==> src/assert_macros.svh <==
// Assertion macros shared by the RTL of the pool and queue manager.
// Depends on nothing; included by the files that carry assertions.
`ifndef ASSERT_MACROS_SVH
`define ASSERT_MACROS_SVH
`ifndef ASSERT_OFF
// Same-cycle implication.
`define ASSERT_IMPL(label, clk, rst, ante, cons) \
  label: assert property (@(posedge clk) disable iff (rst) (ante) |-> (cons)) \
    else $error("assertion failed");
// Next-cycle implication.
`define ASSERT_NEXT(label, clk, rst, ante, cons) \
  label: assert property (@(posedge clk) disable iff (rst) (ante) |=> (cons)) \
    else $error("assertion failed");
`else
`define ASSERT_IMPL(label, clk, rst, ante, cons)
`define ASSERT_NEXT(label, clk, rst, ante, cons)
`endif
`endif

==> src/ppqtm_pkg.sv <==
// Package of the pool and queue manager: sizes, link encoding, row layout,
// command codes and sequencer codes. Depends on nothing.
`timescale 1ns / 1ps
`default_nettype none
package ppqtm_pkg;
  localparam int POOL_SIZE = 32;
  localparam int IDX_W     = $clog2(POOL_SIZE);
  localparam int LINK_W    = IDX_W + 1;
  localparam int CNT_W     = IDX_W + 1;
  localparam int IN_W      = 24;
  localparam int OUT_W     = 16;

  // A link is an entry number with an extra top bit that marks it absent.
  localparam logic [LINK_W-1:0] LINK_NONE = LINK_W'(1) << IDX_W;

  typedef logic [IDX_W-1:0]  idx_t;
  typedef logic [LINK_W-1:0] link_t;

  typedef struct packed {
    link_t nx;
    link_t pv;
    link_t ch;
    link_t pa;
    link_t ns;
    link_t ps;
  } row_t;

  localparam int ROW_W = $bits(row_t);

  typedef enum logic [3:0] {
    OP_ALLOC     = 4'd0,
    OP_FREE      = 4'd1,
    OP_ENQUEUE   = 4'd2,
    OP_DEQUEUE   = 4'd3,
    OP_REMOVE    = 4'd4,
    OP_HEAD      = 4'd5,
    OP_ADD_CHILD = 4'd6,
    OP_TAKE_CHILD= 4'd7,
    OP_DETACH    = 4'd8,
    OP_HAS_CHILD = 4'd9
  } op_t;

  typedef enum logic [5:0] {
    FSM_IDLE  = 6'b000001,
    FSM_CLEAR = 6'b000010,
    FSM_START = 6'b000100,
    FSM_RD    = 6'b001000,
    FSM_EX    = 6'b010000,
    FSM_OUT   = 6'b100000
  } fsm_t;

  typedef enum logic [5:0] {
    S_ALLOC      = 6'd0,
    S_FREE       = 6'd1,
    S_ENQ_SINGLE = 6'd2,
    S_ENQ_T0     = 6'd3,
    S_ENQ_P      = 6'd4,
    S_ENQ_T1     = 6'd5,
    S_ENQ_H      = 6'd6,
    S_DEQ_T      = 6'd7,
    S_TH_H       = 6'd8,
    S_TH_NN      = 6'd9,
    S_TH_T       = 6'd10,
    S_REM_T      = 6'd11,
    S_REM_PV     = 6'd12,
    S_REM_HPV    = 6'd13,
    S_REM_H      = 6'd14,
    S_REM_WALK   = 6'd15,
    S_REM_LPV    = 6'd16,
    S_REM_LNX    = 6'd17,
    S_HEAD       = 6'd18,
    S_ADD_PAR0   = 6'd19,
    S_ADD_P      = 6'd20,
    S_ADD_OLD    = 6'd21,
    S_ADD_PAR1   = 6'd22,
    S_TFC_PAR0   = 6'd23,
    S_TFC_C0     = 6'd24,
    S_TFC_PAR1   = 6'd25,
    S_TFC_NX     = 6'd26,
    S_TFC_C1     = 6'd27,
    S_DET_P      = 6'd28,
    S_DET_PP     = 6'd29,
    S_DET_PV     = 6'd30,
    S_DET_NX     = 6'd31,
    S_DET_P1     = 6'd32,
    S_FIN        = 6'd33
  } step_t;

  function automatic logic present(input link_t lk);
    present = !lk[IDX_W];
  endfunction

  function automatic link_t to_link(input idx_t i);
    to_link = {1'b0, i};
  endfunction
endpackage
`default_nettype wire

==> src/process_pool_queue_tree_manager.sv <==
// Top level of the descriptor pool, queue and tree manager.
// Depends on ppqtm_pkg, ppqtm_ram and assert_macros.svh.
//
// Use: one command beat enters on the s_ channel and exactly one result
// beat leaves on the m_ channel. The caller holds the tail of each queue
// and sends it with every queue command; the new tail comes back in the
// result. All six link tables live in one row-wide RAM with a single port.
// After reset a clearing pass writes the initial links, one row a cycle,
// for all POOL_SIZE rows (32); s_tready stays low meanwhile.
// A sequencer does each read-modify-write of a row as an address step, then
// a data and write-back step, and ends with a final row read for the child
// flag. Named removal walks the queue entry by entry.
// Only one command is in flight: s_tready is high only when idle. The
// result is held in an output register until m_tready takes it; a stalled
// receiver holds the block, nothing is lost.
`timescale 1ns / 1ps
`default_nettype none
`include "assert_macros.svh"
module process_pool_queue_tree_manager
  import ppqtm_pkg::*;
(
  input  wire logic             clk,
  input  wire logic             rst,
  input  wire logic             s_tvalid,
  output logic                  s_tready,
  // operation[3:0], tail_index[8:4], tail_present[9], node_index[14:10],
  // parent_index[19:15], zero fill [23:20]
  input  wire logic [IN_W-1:0]  s_tdata,
  output logic                  m_tvalid,
  input  wire logic             m_tready,
  // entry_out[4:0], entry_present[5], new_tail[10:6], new_tail_present[11],
  // has_child[12], zero fill [15:13]
  output logic      [OUT_W-1:0] m_tdata
);
  fsm_t  fsm, fsm_next;
  step_t step, step_next;
  idx_t  addr, addr_next;
  idx_t  clr_cnt;
  op_t   op;
  idx_t  t, t_next, p, par, par_w, par_w_next;
  logic  tp, tp_next;
  link_t e, e_next, h, h_next, nn, nn_next, a, a_next, b, b_next;
  link_t cur, cur_next, fh, fh_next;
  logic [CNT_W-1:0] steps, steps_next;
  logic  hc, hc_next;

  logic  ram_we;
  idx_t  ram_addr;
  row_t  r, w, clr_row;
  logic [ROW_W-1:0] ram_rdata;

  assign r = row_t'(ram_rdata);

  ppqtm_ram #(.WIDTH(ROW_W), .DEPTH(POOL_SIZE)) u_links (
    .clk   (clk),
    .we    (ram_we),
    .addr  (ram_addr),
    .wdata (ram_we && fsm == FSM_CLEAR ? clr_row : w),
    .rdata (ram_rdata)
  );

  always_comb begin
    clr_row    = '{LINK_NONE, LINK_NONE, LINK_NONE, LINK_NONE, LINK_NONE, LINK_NONE};
    clr_row.nx = (clr_cnt == '0) ? LINK_NONE : to_link(clr_cnt - idx_t'(1));
  end

  assign s_tready = (fsm == FSM_IDLE);
  assign m_tvalid = (fsm == FSM_OUT);
  assign m_tdata  = {3'b000, hc, tp, (tp ? t : idx_t'(0)), present(e),
                     (present(e) ? e[IDX_W-1:0] : idx_t'(0))};

  always_comb begin
    fsm_next   = fsm;
    step_next  = step;
    addr_next  = addr;
    t_next     = t;
    tp_next    = tp;
    par_w_next = par_w;
    e_next     = e;
    h_next     = h;
    nn_next    = nn;
    a_next     = a;
    b_next     = b;
    cur_next   = cur;
    fh_next    = fh;
    steps_next = steps;
    hc_next    = hc;
    w          = r;
    ram_we     = 1'b0;
    ram_addr   = addr;
    case (fsm)
      FSM_IDLE: begin
        if (s_tvalid) begin
          fsm_next = FSM_START;
        end
      end
      FSM_CLEAR: begin
        ram_we   = 1'b1;
        ram_addr = clr_cnt;
        if (clr_cnt == idx_t'(POOL_SIZE - 1)) begin
          fsm_next = FSM_IDLE;
        end
      end
      FSM_START: begin
        fsm_next  = FSM_RD;
        addr_next = par;
        step_next = S_FIN;
        case (op)
          OP_ALLOC: begin
            if (present(fh)) begin
              addr_next = fh[IDX_W-1:0];
              step_next = S_ALLOC;
            end
          end
          OP_FREE: begin
            addr_next = p;
            step_next = S_FREE;
          end
          OP_ENQUEUE: begin
            addr_next = tp ? t : p;
            step_next = tp ? S_ENQ_T0 : S_ENQ_SINGLE;
          end
          OP_DEQUEUE, OP_REMOVE, OP_HEAD: begin
            if (tp) begin
              addr_next = t;
              step_next = (op == OP_DEQUEUE) ? S_DEQ_T :
                          (op == OP_REMOVE)  ? S_REM_T : S_HEAD;
            end
          end
          OP_ADD_CHILD: begin
            step_next = S_ADD_PAR0;
          end
          OP_TAKE_CHILD: begin
            step_next = S_TFC_PAR0;
          end
          OP_DETACH: begin
            addr_next = p;
            step_next = S_DET_P;
          end
          default: ;
        endcase
      end
      FSM_RD: begin
        fsm_next = FSM_EX;
      end
      FSM_EX: begin
        // Unless a step says otherwise, it ends the command.
        fsm_next  = FSM_RD;
        addr_next = par;
        step_next = S_FIN;
        case (step)
          S_ALLOC: begin
            e_next  = fh;
            fh_next = r.nx;
            w       = '{LINK_NONE, LINK_NONE, LINK_NONE, LINK_NONE, LINK_NONE, LINK_NONE};
            ram_we  = 1'b1;
          end
          S_FREE: begin
            w.nx    = fh;
            ram_we  = 1'b1;
            fh_next = to_link(p);
          end
          S_ENQ_SINGLE: begin
            w.nx    = to_link(p);
            w.pv    = to_link(p);
            ram_we  = 1'b1;
            t_next  = p;
            tp_next = 1'b1;
          end
          S_ENQ_T0: begin
            h_next    = r.nx;
            addr_next = p;
            step_next = S_ENQ_P;
          end
          S_ENQ_P: begin
            w.nx      = h;
            w.pv      = to_link(t);
            ram_we    = 1'b1;
            addr_next = t;
            step_next = S_ENQ_T1;
          end
          S_ENQ_T1: begin
            w.nx    = to_link(p);
            ram_we  = 1'b1;
            t_next  = p;
            tp_next = 1'b1;
            if (present(h)) begin
              addr_next = h[IDX_W-1:0];
              step_next = S_ENQ_H;
            end
          end
          S_ENQ_H: begin
            w.pv   = to_link(p);
            ram_we = 1'b1;
          end
          S_DEQ_T: begin
            h_next = r.nx;
            if (present(r.nx)) begin
              if (r.nx[IDX_W-1:0] == t) begin
                tp_next = 1'b0;
                e_next  = r.nx;
              end else begin
                addr_next = r.nx[IDX_W-1:0];
                step_next = S_TH_H;
              end
            end
          end
          S_TH_H: begin
            nn_next = r.nx;
            if (present(r.nx)) begin
              addr_next = r.nx[IDX_W-1:0];
              step_next = S_TH_NN;
            end
          end
          S_TH_NN: begin
            w.pv      = to_link(t);
            ram_we    = 1'b1;
            addr_next = t;
            step_next = S_TH_T;
          end
          S_TH_T: begin
            w.nx   = nn;
            ram_we = 1'b1;
            e_next = h;
          end
          S_REM_T: begin
            h_next = r.nx;
            a_next = r.pv;
            if (present(r.nx)) begin
              if (r.nx[IDX_W-1:0] == t) begin
                if (t == p) begin
                  e_next  = to_link(p);
                  tp_next = 1'b0;
                end
              end else if (r.nx[IDX_W-1:0] == p) begin
                addr_next = p;
                step_next = S_TH_H;
              end else if (t == p) begin
                if (present(r.pv)) begin
                  addr_next = r.pv[IDX_W-1:0];
                  step_next = S_REM_PV;
                end
              end else begin
                addr_next = r.nx[IDX_W-1:0];
                step_next = S_REM_H;
              end
            end
          end
          S_REM_PV: begin
            w.nx      = h;
            ram_we    = 1'b1;
            addr_next = h[IDX_W-1:0];
            step_next = S_REM_HPV;
          end
          S_REM_HPV: begin
            w.pv   = a;
            ram_we = 1'b1;
            t_next = a[IDX_W-1:0];
            e_next = to_link(p);
          end
          S_REM_H, S_REM_WALK: begin
            if (step == S_REM_WALK && cur[IDX_W-1:0] == p) begin
              a_next = r.pv;
              b_next = r.nx;
              e_next = cur;
              if (present(r.pv)) begin
                addr_next = r.pv[IDX_W-1:0];
                step_next = S_REM_LPV;
              end else if (present(r.nx)) begin
                addr_next = r.nx[IDX_W-1:0];
                step_next = S_REM_LNX;
              end
            end else begin
              cur_next   = r.nx;
              steps_next = (step == S_REM_H) ? '0 : steps + CNT_W'(1);
              if (steps_next < CNT_W'(POOL_SIZE) && present(r.nx) &&
                  r.nx[IDX_W-1:0] != t) begin
                addr_next = r.nx[IDX_W-1:0];
                step_next = S_REM_WALK;
              end
            end
          end
          S_REM_LPV: begin
            w.nx   = b;
            ram_we = 1'b1;
            if (present(b)) begin
              addr_next = b[IDX_W-1:0];
              step_next = S_REM_LNX;
            end
          end
          S_REM_LNX: begin
            w.pv   = a;
            ram_we = 1'b1;
          end
          S_HEAD: begin
            e_next = r.nx;
          end
          S_ADD_PAR0: begin
            h_next    = r.ch;
            addr_next = p;
            step_next = S_ADD_P;
          end
          S_ADD_P: begin
            w.pa      = to_link(par);
            w.ps      = LINK_NONE;
            w.ns      = h;
            ram_we    = 1'b1;
            addr_next = present(h) ? h[IDX_W-1:0] : par;
            step_next = present(h) ? S_ADD_OLD : S_ADD_PAR1;
          end
          S_ADD_OLD: begin
            w.ps      = to_link(p);
            ram_we    = 1'b1;
            step_next = S_ADD_PAR1;
          end
          S_ADD_PAR1: begin
            w.ch   = to_link(p);
            ram_we = 1'b1;
          end
          S_TFC_PAR0: begin
            h_next = r.ch;
            if (present(r.ch)) begin
              addr_next = r.ch[IDX_W-1:0];
              step_next = S_TFC_C0;
            end
          end
          S_TFC_C0: begin
            nn_next   = r.ns;
            addr_next = par_w;
            step_next = S_TFC_PAR1;
          end
          S_TFC_PAR1: begin
            w.ch      = nn;
            ram_we    = 1'b1;
            addr_next = present(nn) ? nn[IDX_W-1:0] : h[IDX_W-1:0];
            step_next = present(nn) ? S_TFC_NX : S_TFC_C1;
          end
          S_TFC_NX: begin
            w.ps      = LINK_NONE;
            ram_we    = 1'b1;
            addr_next = h[IDX_W-1:0];
            step_next = S_TFC_C1;
          end
          S_TFC_C1: begin
            w.pa   = LINK_NONE;
            w.ns   = LINK_NONE;
            w.ps   = LINK_NONE;
            ram_we = 1'b1;
            e_next = h;
          end
          S_DET_P: begin
            h_next = r.pa;
            a_next = r.ps;
            b_next = r.ns;
            if (present(r.pa)) begin
              addr_next = r.pa[IDX_W-1:0];
              step_next = S_DET_PP;
            end
          end
          S_DET_PP: begin
            if (r.ch == to_link(p)) begin
              // The node is the first child: unlink it as a child removal.
              par_w_next = h[IDX_W-1:0];
              h_next     = to_link(p);
              addr_next  = p;
              step_next  = S_TFC_C0;
            end else if (present(a)) begin
              addr_next = a[IDX_W-1:0];
              step_next = S_DET_PV;
            end else begin
              addr_next = present(b) ? b[IDX_W-1:0] : p;
              step_next = present(b) ? S_DET_NX : S_DET_P1;
            end
          end
          S_DET_PV: begin
            w.ns      = b;
            ram_we    = 1'b1;
            addr_next = present(b) ? b[IDX_W-1:0] : p;
            step_next = present(b) ? S_DET_NX : S_DET_P1;
          end
          S_DET_NX: begin
            w.ps      = a;
            ram_we    = 1'b1;
            addr_next = p;
            step_next = S_DET_P1;
          end
          S_DET_P1: begin
            w.pa   = LINK_NONE;
            w.ns   = LINK_NONE;
            w.ps   = LINK_NONE;
            ram_we = 1'b1;
            e_next = to_link(p);
          end
          S_FIN: begin
            hc_next  = present(r.ch);
            fsm_next = FSM_OUT;
          end
          default: begin
            fsm_next = FSM_OUT;
          end
        endcase
      end
      FSM_OUT: begin
        if (m_tready) begin
          fsm_next = FSM_IDLE;
        end
      end
      default: begin
        fsm_next = FSM_IDLE;
      end
    endcase
  end

  always_ff @(posedge clk) begin
    if (rst) begin
      fsm     <= FSM_CLEAR;
      clr_cnt <= '0;
      fh      <= to_link(idx_t'(POOL_SIZE - 1));
      step    <= S_FIN;
    end else begin
      fsm  <= fsm_next;
      step <= step_next;
      fh   <= fh_next;
      if (fsm == FSM_CLEAR) begin
        clr_cnt <= clr_cnt + idx_t'(1);
      end
    end
  end

  always_ff @(posedge clk) begin
    addr  <= addr_next;
    h     <= h_next;
    nn    <= nn_next;
    a     <= a_next;
    b     <= b_next;
    cur   <= cur_next;
    steps <= steps_next;
    hc    <= hc_next;
    if (s_tvalid && s_tready) begin
      op    <= op_t'(s_tdata[3:0]);
      t     <= s_tdata[8:4];
      tp    <= s_tdata[9];
      p     <= s_tdata[14:10];
      par   <= s_tdata[19:15];
      par_w <= s_tdata[19:15];
      e     <= LINK_NONE;
    end else begin
      t     <= t_next;
      tp    <= tp_next;
      par_w <= par_w_next;
      e     <= e_next;
    end
  end

  `ASSERT_IMPL(a_no_write_idle, clk, rst, fsm == FSM_IDLE || fsm == FSM_OUT, !ram_we)
  `ASSERT_NEXT(a_accept_starts, clk, rst, s_tvalid && s_tready, fsm == FSM_START)
  `ASSERT_NEXT(a_out_holds, clk, rst, m_tvalid && !m_tready, m_tvalid && $stable(m_tdata))
endmodule
`default_nettype wire

==> src/ppqtm_ram.sv <==
// Generic single-port RAM with registered read data.
// Depends on nothing.
`timescale 1ns / 1ps
`default_nettype none
module ppqtm_ram #(
  parameter int WIDTH = 8,
  parameter int DEPTH = 32
) (
  input  wire logic                     clk,
  input  wire logic                     we,
  input  wire logic [$clog2(DEPTH)-1:0] addr,
  input  wire logic [WIDTH-1:0]         wdata,
  output logic      [WIDTH-1:0]         rdata
);
  logic [WIDTH-1:0] mem [DEPTH];

  always_ff @(posedge clk) begin
    if (we) begin
      mem[addr] <= wdata;
    end
    rdata <= mem[addr];
  end
endmodule
`default_nettype wire

==> config.mk <==
export PLATFORM = sky130hd
export DESIGN_NAME = process_pool_queue_tree_manager
export DESIGN_NICKNAME = d
export VERILOG_FILES = /design/src/ppqtm_pkg.sv /design/src/process_pool_queue_tree_manager.sv /design/src/ppqtm_ram.sv
export VERILOG_INCLUDE_DIRS = /design/src /design/src/src
export SDC_FILE = /design/constraint.sdc
export NUM_CORES = 2
export LEC_CHECK = 0
export ABC_AREA = 1
export BUFFER_PORTS_ARGS = -buffer_cell sky130_fd_sc_hd__buf_2
export CORE_MARGIN = 5
export CORE_UTILIZATION = 55
export DETAILED_ROUTE_END_ITERATION = 8
export PLACE_DENSITY = 0.73
export REMOVE_ABC_BUFFERS = 1
export SYNTH_ARGS = -nofsm -noshare
export SYNTH_HDL_FRONTEND = slang
export SYNTH_HIERARCHICAL = 1
export SYNTH_SLANG_ARGS = --single-unit
==> constraint.sdc <==
create_clock -name clk -period 11.88 [get_ports clk]
set_clock_uncertainty 0.1 [all_clocks]
set_input_delay 0.594 -clock clk [delete_from_list [all_inputs] [get_ports clk]]
set_output_delay 0.594 -clock clk [all_outputs]
set_load 0.005 [all_outputs]
# Word level (Yosys, flattened, before mapping)
# Memories as Yosys holds them, arrays and structs flattened. A register that Yosys moved wholly into a read port is not among the register bits.
# Cells that the tools add are included.
dict set report word_totals {
  ff_bits 96
  ramBits 1152
  out_inout_bits 18
  wordCells 254
  mem_count 1
}
# name words word_bits rd rd_ports_with_merged_regs wr line_no
set memory_table {}
lappend memory_table {u_links.mem 32 36 1 1 1 ppqtm_ram.sv:15} ;# logic [WIDTH-1:0] mem [DEPTH];
dict set report classes {
  n_addsub 3
  n_lt_le_gt_ge 1
  eq_ne 69
  n_mux 106
  n_bitwise 1
  n_reduce_logical 54
}
# op n
set op_table {}
lappend op_table {{$mux 6} 36}
lappend op_table {{$mux 5} 33}
lappend op_table {{$pmux 6 s21} 1}
lappend op_table {{$eq 6x5->1 const B} 17}
lappend op_table {{$pmux 6 s7} 2}
lappend op_table {{$pmux 5 s15} 1}
lappend op_table {{$mux 36} 2}
lappend op_table {{$pmux 6 s3} 4}
lappend op_table {{$pmux 6 s6} 2}
lappend op_table {{$pmux 6 s2} 5}
lappend op_table {{$eq 6x4->1 const B} 9}
lappend op_table {{$pmux 6 s4} 2}
lappend op_table {{$reduce_or 33->1} 1}
lappend op_table {{$eq 6x3->1 const B} 5}
lappend op_table {{$reduce_or 2->1} 12}
lappend op_table {{$reduce_or 21->1} 1}
lappend op_table {{$eq 5x5->1} 4}
lappend op_table {{$pmux 5 s2} 2}
lappend op_table {{$pmux 5 s4} 1}
lappend op_table {{$eq 6x2->1 const B} 3}
lappend op_table {{$eq 6x6->1 const B} 3}
lappend op_table {{$reduce_and 3->1} 6}
lappend op_table {{$eq 4x3->1 const B} 4}
lappend op_table {{$ne 2x2->1 const B} 8}
lappend op_table {{32 further kinds} 70}

# Longest topological paths before layout
dict set report logic_depth {
  depth_word 9
  mapped_depth 19
  ltp_nobuf 16
}

# Modules after synthesis
# Netlist, hierarchy kept.
# mod n_inst cells_per_inst area_each_um2 seq_area_each_um2
set by_module_without_submodules {}
lappend by_module_without_submodules {ppqtm_ram 1 4596 48451.5 35313.9}
lappend by_module_without_submodules {process_pool_queue_tree_manager 1 1405 8678.3 2592.5}

# Least setup slack after synthesis
# No wires, ideal clock.
dict set report synth_timing {
  path_type {reg-to-reg}
  start {register fsm[4]}
  end {memory u_links/mem[14][0] in the netlist's numbering, enable pin}
  setup_time_ps 429
  arrival_time_ps 3950
  required_time_ps 11351
  path_slack_ps 7401
  path_stages_with_launch 12
  period_less_slack_ps 4479
  path_cell_list {dfxtp_1 -> inv_1 -> nand2_1 -> nor4_2 -> inv_1 -> clkbuf_1 -> o21ai_0 -> buf_2 -> buf_2 -> buf_2 -> nand3_1 -> nor2_1}
}
dict set report synth_via {
  word_cells_on_any_way 6
  cone_classes {eq/ne (2); mux (4)}
}
# item line_no
set synth_rtl {}
lappend synth_rtl {{from (decl)} process_pool_queue_tree_manager.sv:35} ;# fsm_t fsm, fsm_next;
lappend synth_rtl {{from (signal assigned)} process_pool_queue_tree_manager.sv:421} ;# fsm <= fsm_next;
lappend synth_rtl {{$eq 6x2->1} process_pool_queue_tree_manager.sv:91} ;# case (fsm)
lappend synth_rtl {{$mux 5} process_pool_queue_tree_manager.sv:91}
lappend synth_rtl {{via ram_addr[1]} process_pool_queue_tree_manager.sv:48} ;# idx_t ram_addr;
lappend synth_rtl {{to (decl)} ppqtm_ram.sv:15}
# The timed path passes the listed nets, and every way through them passes these cells.

# Worst setup path after layout
dict set report layout_timing {
  start {register fsm[5]}
  end {register u_links.rdata[28] (read register of u_links.mem)}
}
dict set report layout_via {
  elab_chain_len 2
}
# item line_no
set layout_rtl {}
lappend layout_rtl {{$eq 6x2->1} process_pool_queue_tree_manager.sv:91}
lappend layout_rtl {{$mux 5} process_pool_queue_tree_manager.sv:91}
lappend layout_rtl {{via ram_addr[0]} process_pool_queue_tree_manager.sv:48}
lappend layout_rtl {{to (decl)} ppqtm_ram.sv:13} ;# output logic [WIDTH-1:0] rdata
# The timed path passes the listed nets, and every way through them passes these cells.
# A chain may end at the register's enable or synchronous reset.

==> summary.txt <==
Placement
  – Port Buffers: 38
  – RePlAce Congestion: roughly 1
  – Dpl hpwl: a little over 100 mm

Floorplan
  – Die area: about 110000 um2
  – Die extent in x: between 300 and 400 um
  – Std-Cell Rows: ~120
  – Die height: 332 um
  – Core ar.: just over 100000 um2
  – Initial Utilization: 0.553
  – # IOs: 46

Clocking
  – Setup Buffers After CTS: 0
  – Clk root buf: clkbuf_16
  – CTS buffer count: around 130
  – Clk sink count: between 1000 and 1500
  – Clock buffer depth: 3
  – Clock Latency Late Sink: 0.76 ns
  – Clk pin slew, worst setup/hold paths: roughly 0.060 ns
  – CTS tree: done
  – H-tree Lvls: 4

Drt
  – # DRC: 0
  – First-pass iteration count of the detailed router: 6
  – Final wirelength: about 180 mm
  – Via Count: 42700
  – WL/cell: between 20 and 25 um
  – Routed vias/inst: between 5 and 6
  – Detail Route Antenna Nets: 0
  – DR iter-0 viols: 5355

Worst hold path
  – HP Class: input pin to flop
  – Hold Startpoint: m_tready

Status
  – Status: finished, final reports clean

Critical path
  – Critical path's most frequent cell: nand2_1
  – Startpoint types: flop
  – CP endpoint kind: flop
  – CP cell instances: inv_1 -> nand2_1 -> nor4_4 -> buf_4 -> inv_1 -> buf_4 -> nor2_1 -> inv_1 -> o21a_4 -> buf_4 -> buf_4 -> buf_4 -> nand2_1 -> nand2_1 -> nand2_1 -> nand2_1 -> nand2_1 -> nand2_1 -> nor2_1 -> nand2_1
  – Slowest CP cell: buf_4
  – Crit Path Class: flop to flop
  – Worst path bufs/invs: 8
  – Top fanout value on the critical path: 74
  – CP startpoint: fsm[5]$_SDFFE_PP0P_
  – Req. time, crit path: 12.45 ns
  – Critical Path AT: 6.09 ns
  – Crit-path leading delay family: buffers and inverters
  – Max stage delay on crit path: between 0.8 and 0.9 ns
  – Worst R2R Start: fsm[5]$_SDFFE_PP0P_

Global route
  – Largest net degree at the start of global routing: 210
  – First-pass GRT wire length: between 200 and 300 mm
  – Vias in the first global route: about 40000
  – Antenna violations before repair: 2
  – Total global-route track usage: 0.312
  – Overflow after GRT: 0

Timing
  – Fin crit share: 0.465
  – Slew of the pin with the lowest slew margin: 1.37 ns
  – Max Clk Rate: ~0.18 GHz
  – Final Hold Violating Endpoints: 0
  – Slew headroom: 0.0793
  – Setup violations, final: 0
  – RSZ-0062 raised after global routing: no
  – Pins Over Slew Limit: 0
  – Setup TNS: 0 ns
  – Crit path time final: 5.52 ns

Synthesis
  – Yosys cell types: between 50 and 60
  – Synth area leader: edfxtp_1
  – Adder and majority gate portion of the synthesized area: 0.000876
  – Post-synthesis cell count: about 6000
  – Main combinational cell family by area after synthesis: simple AND/OR/NAND/NOR gates
  – Post-Synth XOR/XNOR Area: 0.00230
  – Ys flop type: edfxtp_1
  – Post-Syn Area per Cell: 9.52 um2
  – Area share of the largest cell type after synthesis: 0.641
  – Mapped Area: around 57000 um2
  – Seq/Total Area, Yosys: 0.664
  – EDFF count, synth: ~1200
  – FF+latch count, synth: 1284
  – Share of flip-flops with an asynchronous set or reset: 0
  – Ys Warns: 6
  – Post-Synth Simple-Gate Area: 0.269
  – Post-synthesis mux area share: 0
  – Synth area leaders: edfxtp_1, nand2_1, dfxtp_1, nor2_1, buf_2
  – Synth Area in Compound Gates: 0.0292

Final layout
  – Final nets: slightly above 6000
  – Final core utilization: 0.614
  – Area grow syn2layout: 11.1%
  – Filler cells: 8233
  – Share of layout cells above drive strength 1: 0.0743

Power
  – VDD IR max: around 0.15 mV
  – Leakage power: 26.8 nW
  – Cell Pwr Density: ~210 nW/um2

Job
  – Max-capacitance violation count: 0
[synth_stat cells (2+ instances only)]
cell type,count
a211oi_1,6
a21oi_1,70
a221oi_1,3
a22oi_1,2
a31oi_1,6
a32oi_1,5
a41oi_1,5
buf_1,12
buf_2,153
buf_4,26
clkbuf_1,87
clkinv_1,3
dfxtp_1,65
edfxtp_1,1219
ha_1,4
inv_1,157
inv_2,20
nand2_1,3470
nand2_2,10
nand3_1,117
nand3_2,3
nand3b_1,5
nand4_1,30
nor2_1,267
nor2_2,6
nor2_4,3
nor3_1,19
nor3_4,10
nor4_2,2
o2111ai_1,2
o211ai_1,16
o21a_1,2
o21ai_0,123
o21ai_1,9
o21bai_1,3
o221ai_1,8
o22ai_1,24
or2_2,3
xnor2_1,8
xor2_1,7
[power breakdown]
group | leakage [nW] | switching [mW] | internal, mW
clock network | 2.08 | 1.75 | 2.37
registers | 11.7 | 0.147 | 5.60
logic | 13.0 | 2.82 | 0.862
[timing repair]
item,in CTS,in global routing
hold endpoints to repair,11,0
gates resized for setup,0,0
hold buffers,11,0
[layer usage]
layer | GRT usage | vias up | wire length, um
met3 | 0.0547 | 463 | 18400
li1 | - | 19600 | -
met2 | 0.492 | 2429 | 81300
met1 | 0.429 | 20200 | 67300
met4 | 0.140 | 0 | 8570
met5 | 0 | - | 0
[cell type report]
type,count,area (um2),area share
Clock buffer,192,3760,0.0593
Timing Repair Buffer,157,1160,0.0183
Sequential cell,1284,37900,0.597
Inverter,181,697,0.0110
Tap cell,1380,1730,0.0272
Multi-Input combinational cell,4260,17700,0.278
Antenna cell,4,10.0,0.000158
Clock inverter,46,547,0.00861
[cell usage in the layout (no fill, tap or decap), drive strengths merged, types with 3 or more instances in the layout]
cell type and count:
a211oi 6, a21oi 72, a221oi 3, a31oi 6
a32oi 5, a41oi 5, buf 146, bufinv 7
clkbuf 192, clkinv 32, clkinvlp 3, conb 3
dfxtp 65, diode 4, dlygate4sd3 11, edfxtp 1219
ha 4, inv 185, nand2 3480, nand3 121
nand3b 5, nand4 30, nor2 277, nor3 29
nor4 3, o211ai 16, o21ai 133, o21bai 3
o221ai 8, o22ai 24, or2 3, xnor2 8
xor2 7
[sequential cells by signal, summed over array words and instances (netlist names), 6 cells and up]
name           count
steps              6
fsm                6
u_links/rdata     36
u_links/mem     1152
step               6
e                  6
h                  6
cur                6
fh                 6
a                  6
b                  6
nn                 6
[stage by stage]
stage	worst slack (ns)	hold WS (ns)	cells	instance area (um2)	power, mW
floorplan	-20.21	0.355	5725	55800	8.72
global placement	6.50	0.372	7251	59000	9.37
detailed placement	6.50	0.377	7251	59000	9.45
CTS	6.48	0.0138	7500	63500	13.5
global route	6.07	0.0578	7500	63500	14.2
finish	6.36	0.0452	7504	63500	13.6
[final timing paths]
kind | end | slack, ns | cells after the start
worst min-delay path | fsm[5]$_SDFFE_PP0P_ | 0.05 | 4
worst max-delay path | u_links/rdata[28]$_DFF_P_ | 6.36 | 20
worst max register to register | u_links/rdata[28]$_DFF_P_ | 6.36 | 20
worst min register to register | e[3]$_SDFFE_PP0P_ | 0.39 | 2
[cells by family (layout without fill, tap and decap cells)]
logic type | Yosys count | count (layout)
flops | 1284 | 1284
buf+inv | 459 | 576
fa+ha+maj | 4 | 4
other cells | 1 | 7
xor+xnor | 15 | 15
compound gates | 289 | 289
simple gates | 3949 | 3949
[worst register-to-register path, stage by stage, from the launching register on]
cell and delay [ns]:
dfxtp_1 0.37, inv_1 0.07, nand2_1 0.12, nor4_4 0.06, buf_4 0.22, inv_1 0.09
buf_4 0.42, nor2_1 0.09, inv_1 0.10, o21a_4 0.39, buf_4 0.77, buf_4 0.91
buf_4 0.85, nand2_1 0.17, nand2_1 0.11, nand2_1 0.06, nand2_1 0.11, nand2_1 0.05
nand2_1 0.15, nor2_1 0.10, nand2_1 0.15
Note: power is estimated with default switching activity, not from simulation.
